==> config.mk <==
export PLATFORM = sky130hd
export DESIGN_NAME = crc_frame_receive_parser_flat
export DESIGN_NICKNAME = d
export VERILOG_FILES = /design/src/rtl/crcfp_pkg.sv /design/src/rtl/crcfp_if.sv /design/src/rtl/crcfp_regs.sv /design/src/rtl/crcfp_ctrl.sv /design/src/rtl/crcfp_dp.sv /design/src/rtl/crc_frame_receive_parser.sv /design/src/flat_wrapper.sv
export SDC_FILE = /design/constraint.sdc
export NUM_CORES = 1
export LEC_CHECK = 0
export ABC_AREA = 1
export BUFFER_PORTS_ARGS = -buffer_cell sky130_fd_sc_hd__buf_4
export CAP_MARGIN = 40
export CORE_MARGIN = 1.5
export CORE_UTILIZATION = 25
export DETAILED_ROUTE_END_ITERATION = 16
export SLEW_MARGIN = 0
export SYNTH_ARGS = -nofsm -noshare
export SYNTH_HDL_FRONTEND = slang
export SYNTH_HIERARCHICAL = 1
export SYNTH_SLANG_ARGS = --single-unit
==> constraint.sdc <==
create_clock -name clk -period 3.27 [get_ports clk]
set_input_delay 0.1635 -clock clk [delete_from_list [all_inputs] [get_ports clk]]
set_output_delay 0.1635 -clock clk [all_outputs]
set_load 0.1 [all_outputs]
==> src/rtl/crcfp_pkg.sv <==
package crcfp_pkg;

	localparam int PAYLOAD_DEPTH = 64;
	localparam int ADDR_W = (PAYLOAD_DEPTH > 1) ? $clog2(PAYLOAD_DEPTH) : 1;
	localparam logic [15:0] CRC_POLY = 16'h1021;
	localparam logic [15:0] CRC_INIT = 16'hFFFF;
	localparam logic [15:0] CRC_MSB  = 16'h8000;

	typedef enum logic [2:0] {
		EV_NONE = 3'd0,
		EV_OK   = 3'd1,
		EV_CRC  = 3'd2,
		EV_LEN  = 3'd3,
		EV_VER  = 3'd4,
		EV_SYNC = 3'd5
	} event_t;

	typedef enum logic [1:0] {
		REG_FIRST_SYNC  = 2'd0,
		REG_SECOND_SYNC = 2'd1,
		REG_VERSION     = 2'd2,
		REG_MAX_LEN     = 2'd3
	} reg_idx_t;

	typedef struct packed {
		logic [7:0] first_sync;
		logic [7:0] second_sync;
		logic [7:0] version;
		logic [6:0] max_len;
	} cfg_t;

	// commands from the controller to the datapath
	typedef struct packed {
		logic   crc_init;
		logic   crc_upd;
		logic   ld_type;
		logic   ld_seq0;
		logic   ld_seq1;
		logic   ld_len;
		logic   ld_crc_low;
		logic   wr_payload;
		logic   emit_clr;
		logic   rd_en;
		logic   out_ld;
		logic   out_frame;
		logic   out_emit;
		event_t out_ev;
		logic   inc_good;
		logic   inc_crc;
		logic   inc_len;
		logic   inc_ver;
		logic   inc_resync;
	} cmd_t;

	// status from the datapath to the controller
	typedef struct packed {
		logic eq_first;
		logic eq_second;
		logic eq_version;
		logic len_bad;
		logic len_zero;
		logic fill_last;
		logic crc_match;
		logic held_len_zero;
		logic emit_last;
		logic out_free;
	} sts_t;

	// CRC-16 CCITT, one byte, MSB first
	function automatic logic [15:0] crc_add(input logic [15:0] crc, input logic [7:0] b);
		logic [15:0] c;
		c = crc ^ {b, 8'h00};
		for (int k = 0; k < 8; k++) begin
			if ((c & CRC_MSB) != 16'h0000) begin
				c = {c[14:0], 1'b0} ^ CRC_POLY;
			end else begin
				c = {c[14:0], 1'b0};
			end
		end
		return c;
	endfunction

endpackage

==> src/rtl/crcfp_if.sv <==
interface crcfp_rx_if;
	logic       valid;
	logic       ready;
	logic [7:0] rx_byte;

	modport source (output valid, output rx_byte, input ready);
	modport sink (input valid, input rx_byte, output ready);
endinterface

interface crcfp_res_if;
	logic        valid;
	logic        ready;
	logic [2:0]  event_res;
	logic [7:0]  frame_type;
	logic [15:0] seq_number;
	logic [6:0]  payload_len;
	logic [5:0]  byte_position;
	logic [7:0]  payload_byte;
	logic        last;
	logic [31:0] good_frames;
	logic [31:0] crc_errors;
	logic [31:0] length_errors;
	logic [31:0] version_errors;
	logic [31:0] resyncs;

	modport source (
		output valid, output event_res, output frame_type, output seq_number,
		output payload_len, output byte_position, output payload_byte, output last,
		output good_frames, output crc_errors, output length_errors,
		output version_errors, output resyncs, input ready
	);
	modport sink (
		input valid, input event_res, input frame_type, input seq_number,
		input payload_len, input byte_position, input payload_byte, input last,
		input good_frames, input crc_errors, input length_errors,
		input version_errors, input resyncs, output ready
	);
endinterface

==> src/rtl/crcfp_regs.sv <==
module crcfp_regs (
	input  logic              clk,
	input  logic              arst_n,
	input  logic              psel,
	input  logic              penable,
	input  logic              pwrite,
	input  logic [3:0]        paddr,
	input  logic [31:0]       pwdata,
	output logic [31:0]       prdata,
	output logic              pready,
	output crcfp_pkg::cfg_t   cfg
);
	import crcfp_pkg::*;

	cfg_t     cfg_q;
	reg_idx_t idx;
	logic     wr;

	assign idx    = reg_idx_t'(paddr[3:2]);
	assign wr     = psel & penable & pwrite;
	assign pready = 1'b1;
	assign cfg    = cfg_q;

	always_ff @(posedge clk or negedge arst_n) begin
		if (!arst_n) begin
			cfg_q.first_sync  <= 8'h00;
			cfg_q.second_sync <= 8'h00;
			cfg_q.version     <= 8'h00;
			cfg_q.max_len     <= 7'd64;
		end else if (wr) begin
			case (idx)
				REG_FIRST_SYNC:  cfg_q.first_sync  <= pwdata[7:0];
				REG_SECOND_SYNC: cfg_q.second_sync <= pwdata[7:0];
				REG_VERSION:     cfg_q.version     <= pwdata[7:0];
				REG_MAX_LEN:     cfg_q.max_len     <= pwdata[6:0];
				default: ;
			endcase
		end
	end

	always_comb begin
		case (idx)
			REG_FIRST_SYNC:  prdata = {24'h0, cfg_q.first_sync};
			REG_SECOND_SYNC: prdata = {24'h0, cfg_q.second_sync};
			REG_VERSION:     prdata = {24'h0, cfg_q.version};
			REG_MAX_LEN:     prdata = {25'h0, cfg_q.max_len};
			default:         prdata = 32'h0;
		endcase
	end

endmodule

==> src/rtl/crcfp_ctrl.sv <==
module crcfp_ctrl (
	input  logic              clk,
	input  logic              arst_n,
	input  logic              rx_valid,
	output logic              rx_ready,
	input  crcfp_pkg::sts_t   sts,
	output crcfp_pkg::cmd_t   cmd
);
	import crcfp_pkg::*;

	typedef enum logic [11:0] {
		ST_MAGIC0  = 12'b0000_0000_0001,
		ST_MAGIC1  = 12'b0000_0000_0010,
		ST_VERSION = 12'b0000_0000_0100,
		ST_TYPE    = 12'b0000_0000_1000,
		ST_SEQ0    = 12'b0000_0001_0000,
		ST_SEQ1    = 12'b0000_0010_0000,
		ST_LENGTH  = 12'b0000_0100_0000,
		ST_PAYLOAD = 12'b0000_1000_0000,
		ST_CRC0    = 12'b0001_0000_0000,
		ST_CRC1    = 12'b0010_0000_0000,
		ST_RD      = 12'b0100_0000_0000,
		ST_EMIT    = 12'b1000_0000_0000
	} state_t;

	state_t state_q, state_d, restart;
	logic   parse, accept;

	assign parse    = (state_q != ST_RD) && (state_q != ST_EMIT);
	assign rx_ready = parse & sts.out_free;
	assign accept   = rx_valid & rx_ready;
	// after an error, a failing byte equal to the first magic counts as one
	assign restart  = sts.eq_first ? ST_MAGIC1 : ST_MAGIC0;

	always_ff @(posedge clk or negedge arst_n) begin
		if (!arst_n) begin
			state_q <= ST_MAGIC0;
		end else begin
			state_q <= state_d;
		end
	end

	always_comb begin
		state_d = state_q;
		cmd     = '0;
		cmd.out_ev = EV_NONE;
		if (parse && accept) begin
			cmd.out_ld = 1'b1;
		end
		case (state_q)
			ST_MAGIC0: begin
				if (accept && sts.eq_first) begin
					state_d = ST_MAGIC1;
				end
			end
			ST_MAGIC1: begin
				if (accept) begin
					if (sts.eq_second) begin
						state_d = ST_VERSION;
					end else if (!sts.eq_first) begin
						state_d        = ST_MAGIC0;
						cmd.inc_resync = 1'b1;
						cmd.out_ev     = EV_SYNC;
					end
				end
			end
			ST_VERSION: begin
				if (accept) begin
					if (!sts.eq_version) begin
						state_d        = restart;
						cmd.inc_ver    = 1'b1;
						cmd.inc_resync = 1'b1;
						cmd.out_ev     = EV_VER;
					end else begin
						state_d      = ST_TYPE;
						cmd.crc_init = 1'b1;
						cmd.crc_upd  = 1'b1;
					end
				end
			end
			ST_TYPE: begin
				if (accept) begin
					state_d     = ST_SEQ0;
					cmd.ld_type = 1'b1;
					cmd.crc_upd = 1'b1;
				end
			end
			ST_SEQ0: begin
				if (accept) begin
					state_d     = ST_SEQ1;
					cmd.ld_seq0 = 1'b1;
					cmd.crc_upd = 1'b1;
				end
			end
			ST_SEQ1: begin
				if (accept) begin
					state_d     = ST_LENGTH;
					cmd.ld_seq1 = 1'b1;
					cmd.crc_upd = 1'b1;
				end
			end
			ST_LENGTH: begin
				if (accept) begin
					if (sts.len_bad) begin
						state_d        = restart;
						cmd.inc_len    = 1'b1;
						cmd.inc_resync = 1'b1;
						cmd.out_ev     = EV_LEN;
					end else begin
						state_d     = sts.len_zero ? ST_CRC0 : ST_PAYLOAD;
						cmd.ld_len  = 1'b1;
						cmd.crc_upd = 1'b1;
					end
				end
			end
			ST_PAYLOAD: begin
				if (accept) begin
					cmd.wr_payload = 1'b1;
					cmd.crc_upd    = 1'b1;
					if (sts.fill_last) begin
						state_d = ST_CRC0;
					end
				end
			end
			ST_CRC0: begin
				if (accept) begin
					state_d        = ST_CRC1;
					cmd.ld_crc_low = 1'b1;
				end
			end
			ST_CRC1: begin
				if (accept) begin
					if (!sts.crc_match) begin
						state_d        = restart;
						cmd.inc_crc    = 1'b1;
						cmd.inc_resync = 1'b1;
						cmd.out_ev     = EV_CRC;
					end else if (sts.held_len_zero) begin
						state_d       = ST_MAGIC0;
						cmd.inc_good  = 1'b1;
						cmd.out_ev    = EV_OK;
						cmd.out_frame = 1'b1;
					end else begin
						// payload run follows, no result for this byte yet
						state_d      = ST_RD;
						cmd.inc_good = 1'b1;
						cmd.emit_clr = 1'b1;
						cmd.out_ld   = 1'b0;
					end
				end
			end
			ST_RD: begin
				cmd.rd_en = 1'b1;
				state_d   = ST_EMIT;
			end
			ST_EMIT: begin
				if (sts.out_free) begin
					cmd.out_ld    = 1'b1;
					cmd.out_emit  = 1'b1;
					cmd.out_frame = 1'b1;
					cmd.out_ev    = EV_OK;
					state_d       = sts.emit_last ? ST_MAGIC0 : ST_RD;
				end
			end
			default: begin
				state_d = ST_MAGIC0;
			end
		endcase
	end

endmodule

==> src/rtl/crcfp_dp.sv <==
module crcfp_dp (
	input  logic              clk,
	input  logic              arst_n,
	input  logic [7:0]        rx_byte,
	input  crcfp_pkg::cfg_t   cfg,
	input  crcfp_pkg::cmd_t   cmd,
	output crcfp_pkg::sts_t   sts,
	input  logic              res_ready,
	output logic              res_valid,
	output logic [2:0]        event_res,
	output logic [7:0]        frame_type,
	output logic [15:0]       seq_number,
	output logic [6:0]        payload_len,
	output logic [5:0]        byte_position,
	output logic [7:0]        payload_byte,
	output logic              last,
	output logic [31:0]       good_frames,
	output logic [31:0]       crc_errors,
	output logic [31:0]       length_errors,
	output logic [31:0]       version_errors,
	output logic [31:0]       resyncs
);
	import crcfp_pkg::*;

	logic [7:0]        type_q;
	logic [15:0]       seq_q;
	logic [6:0]        len_q;
	logic [6:0]        fill_q;
	logic [15:0]       crc_q;
	logic [7:0]        crc_low_q;
	logic [ADDR_W-1:0] emit_idx_q;
	logic [7:0]        rd_data_q;
	logic [7:0]        mem [PAYLOAD_DEPTH];

	logic [31:0] good_q, crc_err_q, len_err_q, ver_err_q, resync_q;

	logic        out_valid_q;
	event_t      out_ev_q;
	logic        out_frame_q;
	logic [5:0]  out_pos_q;
	logic [7:0]  out_byte_q;
	logic        out_last_q;

	logic [7:0]  limit;

	// effective length limit is the smaller of the register and the buffer
	assign limit = ({1'b0, cfg.max_len} > 8'(PAYLOAD_DEPTH)) ? 8'(PAYLOAD_DEPTH)
		: {1'b0, cfg.max_len};

	assign sts.eq_first      = (rx_byte == cfg.first_sync);
	assign sts.eq_second     = (rx_byte == cfg.second_sync);
	assign sts.eq_version    = (rx_byte == cfg.version);
	assign sts.len_bad       = (rx_byte > limit);
	assign sts.len_zero      = (rx_byte == 8'h00);
	assign sts.fill_last     = ((fill_q + 7'd1) >= len_q);
	assign sts.crc_match     = ({rx_byte, crc_low_q} == crc_q);
	assign sts.held_len_zero = (len_q == 7'd0);
	assign sts.emit_last     = ((7'(emit_idx_q) + 7'd1) == len_q);
	assign sts.out_free      = ~out_valid_q | res_ready;

	// frame header and CRC
	always_ff @(posedge clk or negedge arst_n) begin
		if (!arst_n) begin
			type_q    <= 8'h00;
			seq_q     <= 16'h0000;
			len_q     <= 7'd0;
			fill_q    <= 7'd0;
			crc_q     <= CRC_INIT;
			crc_low_q <= 8'h00;
		end else begin
			if (cmd.ld_type) begin
				type_q <= rx_byte;
			end
			if (cmd.ld_seq0) begin
				seq_q <= {8'h00, rx_byte};
			end
			if (cmd.ld_seq1) begin
				seq_q[15:8] <= rx_byte;
			end
			if (cmd.ld_len) begin
				len_q  <= rx_byte[6:0];
				fill_q <= 7'd0;
			end
			if (cmd.wr_payload) begin
				fill_q <= fill_q + 7'd1;
			end
			if (cmd.crc_upd) begin
				crc_q <= crc_add(cmd.crc_init ? CRC_INIT : crc_q, rx_byte);
			end
			if (cmd.ld_crc_low) begin
				crc_low_q <= rx_byte;
			end
		end
	end

	// payload buffer
	always_ff @(posedge clk) begin
		if (cmd.wr_payload) begin
			mem[fill_q[ADDR_W-1:0]] <= rx_byte;
		end
		if (cmd.rd_en) begin
			rd_data_q <= mem[emit_idx_q];
		end
	end

	always_ff @(posedge clk or negedge arst_n) begin
		if (!arst_n) begin
			emit_idx_q <= '0;
		end else if (cmd.emit_clr) begin
			emit_idx_q <= '0;
		end else if (cmd.out_emit) begin
			emit_idx_q <= emit_idx_q + 1'b1;
		end
	end

	// wrapping counters
	always_ff @(posedge clk or negedge arst_n) begin
		if (!arst_n) begin
			good_q    <= 32'h0;
			crc_err_q <= 32'h0;
			len_err_q <= 32'h0;
			ver_err_q <= 32'h0;
			resync_q  <= 32'h0;
		end else begin
			if (cmd.inc_good) begin
				good_q <= good_q + 32'h1;
			end
			if (cmd.inc_crc) begin
				crc_err_q <= crc_err_q + 32'h1;
			end
			if (cmd.inc_len) begin
				len_err_q <= len_err_q + 32'h1;
			end
			if (cmd.inc_ver) begin
				ver_err_q <= ver_err_q + 32'h1;
			end
			if (cmd.inc_resync) begin
				resync_q <= resync_q + 32'h1;
			end
		end
	end

	// result register
	always_ff @(posedge clk or negedge arst_n) begin
		if (!arst_n) begin
			out_valid_q <= 1'b0;
		end else if (cmd.out_ld) begin
			out_valid_q <= 1'b1;
		end else if (res_ready) begin
			out_valid_q <= 1'b0;
		end
	end

	always_ff @(posedge clk) begin
		if (cmd.out_ld) begin
			out_ev_q    <= cmd.out_ev;
			out_frame_q <= cmd.out_frame;
			if (cmd.out_emit) begin
				out_pos_q  <= 6'(emit_idx_q);
				out_byte_q <= rd_data_q;
				out_last_q <= sts.emit_last;
			end else begin
				out_pos_q  <= 6'd0;
				out_byte_q <= 8'h00;
				out_last_q <= 1'b1;
			end
		end
	end

	// header fields and counters only move on an accepted byte, which needs
	// the result register free, so they can be shown straight from state
	assign res_valid      = out_valid_q;
	assign event_res      = out_ev_q;
	assign frame_type     = out_frame_q ? type_q : 8'h00;
	assign seq_number     = out_frame_q ? seq_q : 16'h0000;
	assign payload_len    = out_frame_q ? len_q : 7'd0;
	assign byte_position  = out_pos_q;
	assign payload_byte   = out_byte_q;
	assign last           = out_last_q;
	assign good_frames    = good_q;
	assign crc_errors     = crc_err_q;
	assign length_errors  = len_err_q;
	assign version_errors = ver_err_q;
	assign resyncs        = resync_q;

endmodule

==> src/rtl/crc_frame_receive_parser.sv <==
// channel | dir | transfer moves
// --------+-----+---------------------------------------------------------
// rx      | in  | one received byte (rx_byte)
// res     | out | one result: event, frame header, payload byte, counters
// apb     | in  | register write/read, regs at byte address 4*i
//
// A byte that causes a single status result loads it into the result
// register as the byte is taken. The byte that closes a good frame with
// payload starts a run of results, each a buffer read and then a result
// register load, during which no byte is taken. Reset needs no clearing pass; the
// payload buffer is only read at entries written in the current frame.
// A result waiting in the output register blocks new bytes unless it is
// transferred in the same cycle.
module crc_frame_receive_parser (
	input  logic          clk,
	input  logic          arst_n,
	crcfp_rx_if.sink      rx,
	crcfp_res_if.source   res,
	input  logic          psel,
	input  logic          penable,
	input  logic          pwrite,
	input  logic [3:0]    paddr,
	input  logic [31:0]   pwdata,
	output logic [31:0]   prdata,
	output logic          pready
);
	import crcfp_pkg::*;

	cfg_t cfg;
	cmd_t cmd;
	sts_t sts;

	// configuration registers
	crcfp_regs u_regs (
		.clk     (clk),
		.arst_n  (arst_n),
		.psel    (psel),
		.penable (penable),
		.pwrite  (pwrite),
		.paddr   (paddr),
		.pwdata  (pwdata),
		.prdata  (prdata),
		.pready  (pready),
		.cfg     (cfg)
	);

	// framing state machine and payload run sequencing
	crcfp_ctrl u_ctrl (
		.clk      (clk),
		.arst_n   (arst_n),
		.rx_valid (rx.valid),
		.rx_ready (rx.ready),
		.sts      (sts),
		.cmd      (cmd)
	);

	// header capture, CRC, payload buffer, counters, result register
	crcfp_dp u_dp (
		.clk            (clk),
		.arst_n         (arst_n),
		.rx_byte        (rx.rx_byte),
		.cfg            (cfg),
		.cmd            (cmd),
		.sts            (sts),
		.res_ready      (res.ready),
		.res_valid      (res.valid),
		.event_res      (res.event_res),
		.frame_type     (res.frame_type),
		.seq_number     (res.seq_number),
		.payload_len    (res.payload_len),
		.byte_position  (res.byte_position),
		.payload_byte   (res.payload_byte),
		.last           (res.last),
		.good_frames    (res.good_frames),
		.crc_errors     (res.crc_errors),
		.length_errors  (res.length_errors),
		.version_errors (res.version_errors),
		.resyncs        (res.resyncs)
	);

endmodule

==> src/flat_wrapper.sv <==
// flat-port wrapper written by rule: the top's interface ports become plain ports
module crc_frame_receive_parser_flat import crcfp_pkg::*;
  (clk, arst_n, psel, penable, pwrite, paddr, pwdata, prdata, pready, rx_valid, rx_rx_byte, rx_ready, res_valid, res_event_res, res_frame_type, res_seq_number, res_payload_len, res_byte_position, res_payload_byte, res_last, res_good_frames, res_crc_errors, res_length_errors, res_version_errors, res_resyncs, res_ready);
  crcfp_rx_if rx_i ();
  crcfp_res_if res_i ();
  input  logic clk;
  input  logic arst_n;
  input  logic psel;
  input  logic penable;
  input  logic pwrite;
  input  logic [3:0] paddr;
  input  logic [31:0] pwdata;
  output logic [31:0] prdata;
  output logic pready;
  input wire logic [$bits(rx_i.valid)-1:0] rx_valid;
  input wire logic [$bits(rx_i.rx_byte)-1:0] rx_rx_byte;
  output wire logic [$bits(rx_i.ready)-1:0] rx_ready;
  output wire logic [$bits(res_i.valid)-1:0] res_valid;
  output wire logic [$bits(res_i.event_res)-1:0] res_event_res;
  output wire logic [$bits(res_i.frame_type)-1:0] res_frame_type;
  output wire logic [$bits(res_i.seq_number)-1:0] res_seq_number;
  output wire logic [$bits(res_i.payload_len)-1:0] res_payload_len;
  output wire logic [$bits(res_i.byte_position)-1:0] res_byte_position;
  output wire logic [$bits(res_i.payload_byte)-1:0] res_payload_byte;
  output wire logic [$bits(res_i.last)-1:0] res_last;
  output wire logic [$bits(res_i.good_frames)-1:0] res_good_frames;
  output wire logic [$bits(res_i.crc_errors)-1:0] res_crc_errors;
  output wire logic [$bits(res_i.length_errors)-1:0] res_length_errors;
  output wire logic [$bits(res_i.version_errors)-1:0] res_version_errors;
  output wire logic [$bits(res_i.resyncs)-1:0] res_resyncs;
  input wire logic [$bits(res_i.ready)-1:0] res_ready;
  assign rx_i.valid = rx_valid;
  assign rx_i.rx_byte = rx_rx_byte;
  assign rx_ready = rx_i.ready;
  assign res_valid = res_i.valid;
  assign res_event_res = res_i.event_res;
  assign res_frame_type = res_i.frame_type;
  assign res_seq_number = res_i.seq_number;
  assign res_payload_len = res_i.payload_len;
  assign res_byte_position = res_i.byte_position;
  assign res_payload_byte = res_i.payload_byte;
  assign res_last = res_i.last;
  assign res_good_frames = res_i.good_frames;
  assign res_crc_errors = res_i.crc_errors;
  assign res_length_errors = res_i.length_errors;
  assign res_version_errors = res_i.version_errors;
  assign res_resyncs = res_i.resyncs;
  assign res_i.ready = res_ready;
  crc_frame_receive_parser u_core (.clk(clk), .arst_n(arst_n), .rx(rx_i), .res(res_i), .psel(psel), .penable(penable), .pwrite(pwrite), .paddr(paddr), .pwdata(pwdata), .prdata(prdata), .pready(pready));
endmodule
### Word-level counts from Yosys, hierarchy flattened

Memory sizes are Yosys's and may differ from the RTL's. A register that Yosys moved wholly into a read port is not among the register bits.
Cells that the tools add are included.

* flip-flop bits (word level): 291
* memory bits (writable): 512
* bits of input ports: 51
* output and inout port bits: 244
* logic and storage cells: 207
* memories: 1

Memory list
* u_core.u_dp.mem: depth 64, width 8, rd ports 1, clocked after memory_dff 1, wr ports 1, RTL line crcfp_dp.sv:33 `logic [7:0] mem [PAYLOAD_DEPTH];`

* $add $sub $neg: 8
* magnitude comparators: 3
* equality and inequality tests: 35
* mux-type cells: 105
* bitwise logic cells: 15
* reductions and logical operators: 16

Operators with widths (number)
* $mux W12: 15
* $add A32 B1 Y32 const B: 5
* $mux W16: 10
* $pmux W12 S12: 1
* $pmux W32 S4: 1
* $mux W13: 8
* $mux W1: 34
* $mux W7: 4
* $eq A8 B8 Y1: 3
* $mux W2: 12
* $not A3 Y3: 8
* $mux W11: 2
* $ne A2 B2 Y1 const B: 11
* $mux W6: 3
* $mux W9: 2
* $eq A16 B16 Y1: 1
* $mux W8: 2
* $xor A16 B16 Y16: 1
* $mux W3: 5
* $pmux W3 S5: 1
* $reduce_and A13 Y1: 1
* $eq A12 B1 Y1 const B: 1
* $eq A12 B10 Y1 const B: 1
* $eq A12 B11 Y1 const B: 1
* other kinds (36): 49

### Logic depth before layout (Yosys ltp)

* depth in word-level cells: 31
* depth in mapped cells: 21
* gate-level depth less buffers: 21

### Modules after synthesis

The synthesis kept the hierarchy.

Modules (own cells, without submodules)
* crcfp_dp: times used 1, cells an instance 3564, area each 34891.0 µm², sequential area each 21936.0 µm²
* crcfp_regs: times used 1, cells an instance 216, area each 1734.2 µm², sequential area each 777.0 µm²
* crcfp_ctrl: times used 1, cells an instance 208, area each 1348.8 µm², sequential area each 301.5 µm²

### Worst setup path before layout

No wires, ideal clock.

* path kind: register -> register
* start point: register u_core.u_dp.crc_q[13]
* end point: register u_core.u_dp.out_pos_q[0], in the netlist u_core/u_dp/byte_position[0], enable pin
* library setup time: 0.424 ns
* arrival: 2.699 ns
* data required time: 2.846 ns
* path slack: 0.147 ns
* cell stages (with the launch flop): 11
* buffers on the path: 0
* clock period less this slack: 3.123 ns
* cells stage by stage: dfstp_2 > xor2_1 > nor2_1 > nand3_1 > nor4_1 > inv_1 > or2_2 > inv_1 > nor2_1 > a21oi_1 > o21ai_0

RTL lines
* from (decl): RTL line crcfp_dp.sv:29 `logic [15:0] crc_q;`
* from (signal assigned): RTL line crcfp_dp.sv:88 `crc_q <= crc_add(cmd.crc_init ? CRC_INIT : crc_q, rx_byte);`
* to (signal assigned): RTL line crcfp_dp.sv:159 `out_pos_q <= 6'(emit_idx_q);`
* to (decl): RTL line crcfp_dp.sv:40 `logic [5:0] out_pos_q;`

==> reports/results.ini <==
[setup_path]
cp-end-kind=flop
r2r_start=u_core/u_regs/cfg[6]
startpoint=u_core/u_regs/cfg[6]
worstRegToRegCells=22
crit_type=flop to flop
startpoint_type=flop
arrival_ns=3.64
worstPathRequired_ns=3.81
worstPathMaxFanout=5

[floorplan]
start_util=0.253
pin_count=295
fp-row-count=142
core_area_um2=150000
dieWidth_um=393
die-area_um2=154000
die_h_um=393

[synth]
yosys_warnings=6
syn_area_per_cell_um2=9.52
synth.most_common_cell=nand2_1
yosys.area.top_type=edfxtp_1
synthArstFlopShare=0.335
yosysSeqAreaShare=0.606
yosys.cell_types.count=54
ys_seq_elements=811
synth_area_um2=38000
synth-edff-count=539
syn_inst=3988
synthTopCellsByArea=edfxtp_1 (43%), dfrtp_1 (17%), nand2_1 (13%)
yosysTopAreaCellShare=0.426
synthTopCellsByCount=nand2_1 (1318), nand3_1 (558), edfxtp_1 (539)
synth_ff_type=edfxtp_1

[clocking]
cts-root-buf=clkbuf_16
cts_tree=built
clkTransAtPathRegs_ns=0.06
cts_htree_levels=3
clock_sinks=811
cts_made_buffers=88
clock_path_buffers=3
clk_latency_ns=0.67

[timing]
fmax_ghz=0.322
min_period_over_period=0.949
finalHoldViolCount=0
setup_violations=0
skew_ns=0.0313
fin_ws_ns=0.168
fin_setup_tns_ns=0
whs_ns=0.0597
max-slew-margin-rel=0.395
fin_crit_ns=3.10
worstMarginPinSlew_ns=0.907
slew_viol_final=0

[placed_design]
dp.cells=6276
place_hpwl_um=73300
dp_worst_setup_slack_ns=-0.404
gp_congestion=0.902
port_buffers=243

[drt]
routed_via_density=4.47
wl_per_cell_um=16.8
drt.antenna.violating_nets=0
dr.pass1.iters=5
first_iter_violations=2398
drc=0
drt-total-wl_um=109000
via_count=28902

[global_routing]
track_usage=0.137
grt_pass1_vias=28334
antenna_found_initial=9
grt_first_pass_wirelength_um=166000
grt_max_degree=97
grt_overflow_total=0

[finish]
nets=4449
fin_cells=6470
syn_to_final_growth_pct=22.4
drive_above_1_share=0.165

[power_and_ir_drop]
max-vdd-ir-drop_v=0.000470
cellPowerDensity_nw_per_um2=546
power_uw=25400
leakage_uw=0.0195

[worst_hold_path]
min-delay-start=rx_rx_byte[1]
hp-class=input pin to flop
hold_depth=4

[outcome]
run_status=complete, no violations

[flow_run]
drv_cap=0

[cells by family (layout without fill, tap and decap cells)]
family / Yosys count / after routing / synth area share
and+or+nand+nor: 2388 / 2388 / 0.274
muxes: 1 / 1 / 0.000264
buffers and inverters: 465 / 907 / 0.0544
adders and majority gates: 21 / 21 / 0.00692
xor gates and xnor gates: 167 / 167 / 0.0385
DFF: 811 / 811 / 0.606
AOI/OAI and AO/OA: 133 / 133 / 0.0194
other: 2 / 26 / 0.000198
[critical path, stage by stage, from the launching register on]
cell,delay (ns)
dfstp_2,0.56
nor2_1,0.05
ha_2,0.16
inv_2,0.05
a21oi_2,0.06
o31ai_4,0.23
nand2_1,0.10
a22oi_2,0.14
buf_6,0.16
nand3_4,0.09
nand2_4,0.08
nor3_2,0.05
nor2_2,0.15
buf_6,0.17
nand3_4,0.09
nor3_4,0.17
nand2_2,0.10
nor2_4,0.13
nand2_2,0.08
nor2_4,0.15
nand2_1,0.07
nand2_1,0.07
nand2_1,0.05
[where the power goes]
part	switching, µW	total [µW]	internal, µW	leakage (µW)
clock network	4260	10300	6080	0.00147
logic	2410	3320	912	0.00974
registers	352	11700	11300	0.00825
total	7020	25400	18300	0.0195
[layer usage]
layer | GRT usage | up-vias | share of wire
met5 | 0 | - | 0
met4 | 0.0450 | 0 | 0.029
met3 | 0.0171 | 176 | 0.050
met2 | 0.233 | 842 | 0.49
met1 | 0.181 | 13942 | 0.43
li1 | - | 13942 | -
[sequential cells by signal (all words and copies together), names as in the netlist, 3 cells and up]
name	count
u_core/u_ctrl/state_q	12
u_core/u_dp/byte_position	6
u_core/u_dp/crc_errors	32
u_core/u_dp/crc_low_q	8
u_core/u_dp/crc_q	16
u_core/u_dp/emit_idx_q	6
u_core/u_dp/event_res	3
u_core/u_dp/fill_q	7
u_core/u_dp/good_frames	32
u_core/u_dp/len_q	7
u_core/u_dp/length_errors	32
u_core/u_dp/mem	512
u_core/u_dp/payload_byte	8
u_core/u_dp/rd_data_q	8
u_core/u_dp/resyncs	32
u_core/u_dp/seq_q	16
u_core/u_dp/type_q	8
u_core/u_dp/version_errors	32
u_core/u_regs/cfg	31
[layout by cell type, fill, tap and decap left out, drive strengths merged, types with 2 or more instances in the layout]
| cell | count |
|---|---|
| conb | 25 |
| edfxtp | 539 |
| xnor2 | 61 |
| a21oi | 28 |
| and3 | 4 |
| o21bai | 3 |
| nand2 | 1351 |
| dlygate4sd3 | 21 |
| buf | 432 |
| and2 | 2 |
| nand4 | 53 |
| clkbuf | 103 |
| inv | 289 |
| bufinv | 13 |
| dfrtp | 254 |
| ha | 21 |
| nor3 | 66 |
| nand3 | 566 |
| or2 | 12 |
| o22ai | 6 |
| nand3b | 13 |
| clkinv | 45 |
| o21ai | 89 |
| xor2 | 106 |
| clkinvlp | 4 |
| nor2 | 310 |
| nor4 | 10 |
| dfstp | 18 |
[path summary, 6_finish.rpt]
kind                                                       to  slack (ns)
worst max-delay path                  u_core/u_dp/resyncs[24]        0.17
worst min-delay path                 u_core/u_dp/crc_low_q[1]        0.06
worst max register to register        u_core/u_dp/resyncs[24]        0.17
worst min register to register    u_core/u_dp/good_frames[31]        0.47
max in group asynchronous                u_core/u_regs/cfg[6]        2.25
min in group asynchronous       u_core/u_dp/length_errors[23]        0.10
[area by class of cell]
type	instances	area (µm²)
fill	15620	104000
sequential	811	23000
multi-input combinational	2735	13200
timing repair buffer	453	3650
tap	2016	2520
clock buffer	103	2290
inverter	288	1100
clock inverter	63	704
antenna	1	2.50
[per-stage QoR]
step           utilization  instance area [µm²]
6_report             0.309                46500
5_1_grt              0.309                46500
4_1_cts              0.308                46300
3_5_place_dp         0.286                43000
3_3_place_gp         0.286                43000
2_1_floorplan            -                38100
[repair_timing]
item                                    CTS  global route
endpoints found under the setup margin   38            30
hold endpoints to repair                123             0
hold buffers                             21             0
pin swaps                                 7            15
gates resized for setup                  10            32
setup buffers                             3             3
Power figures use the tool's default switching activity.
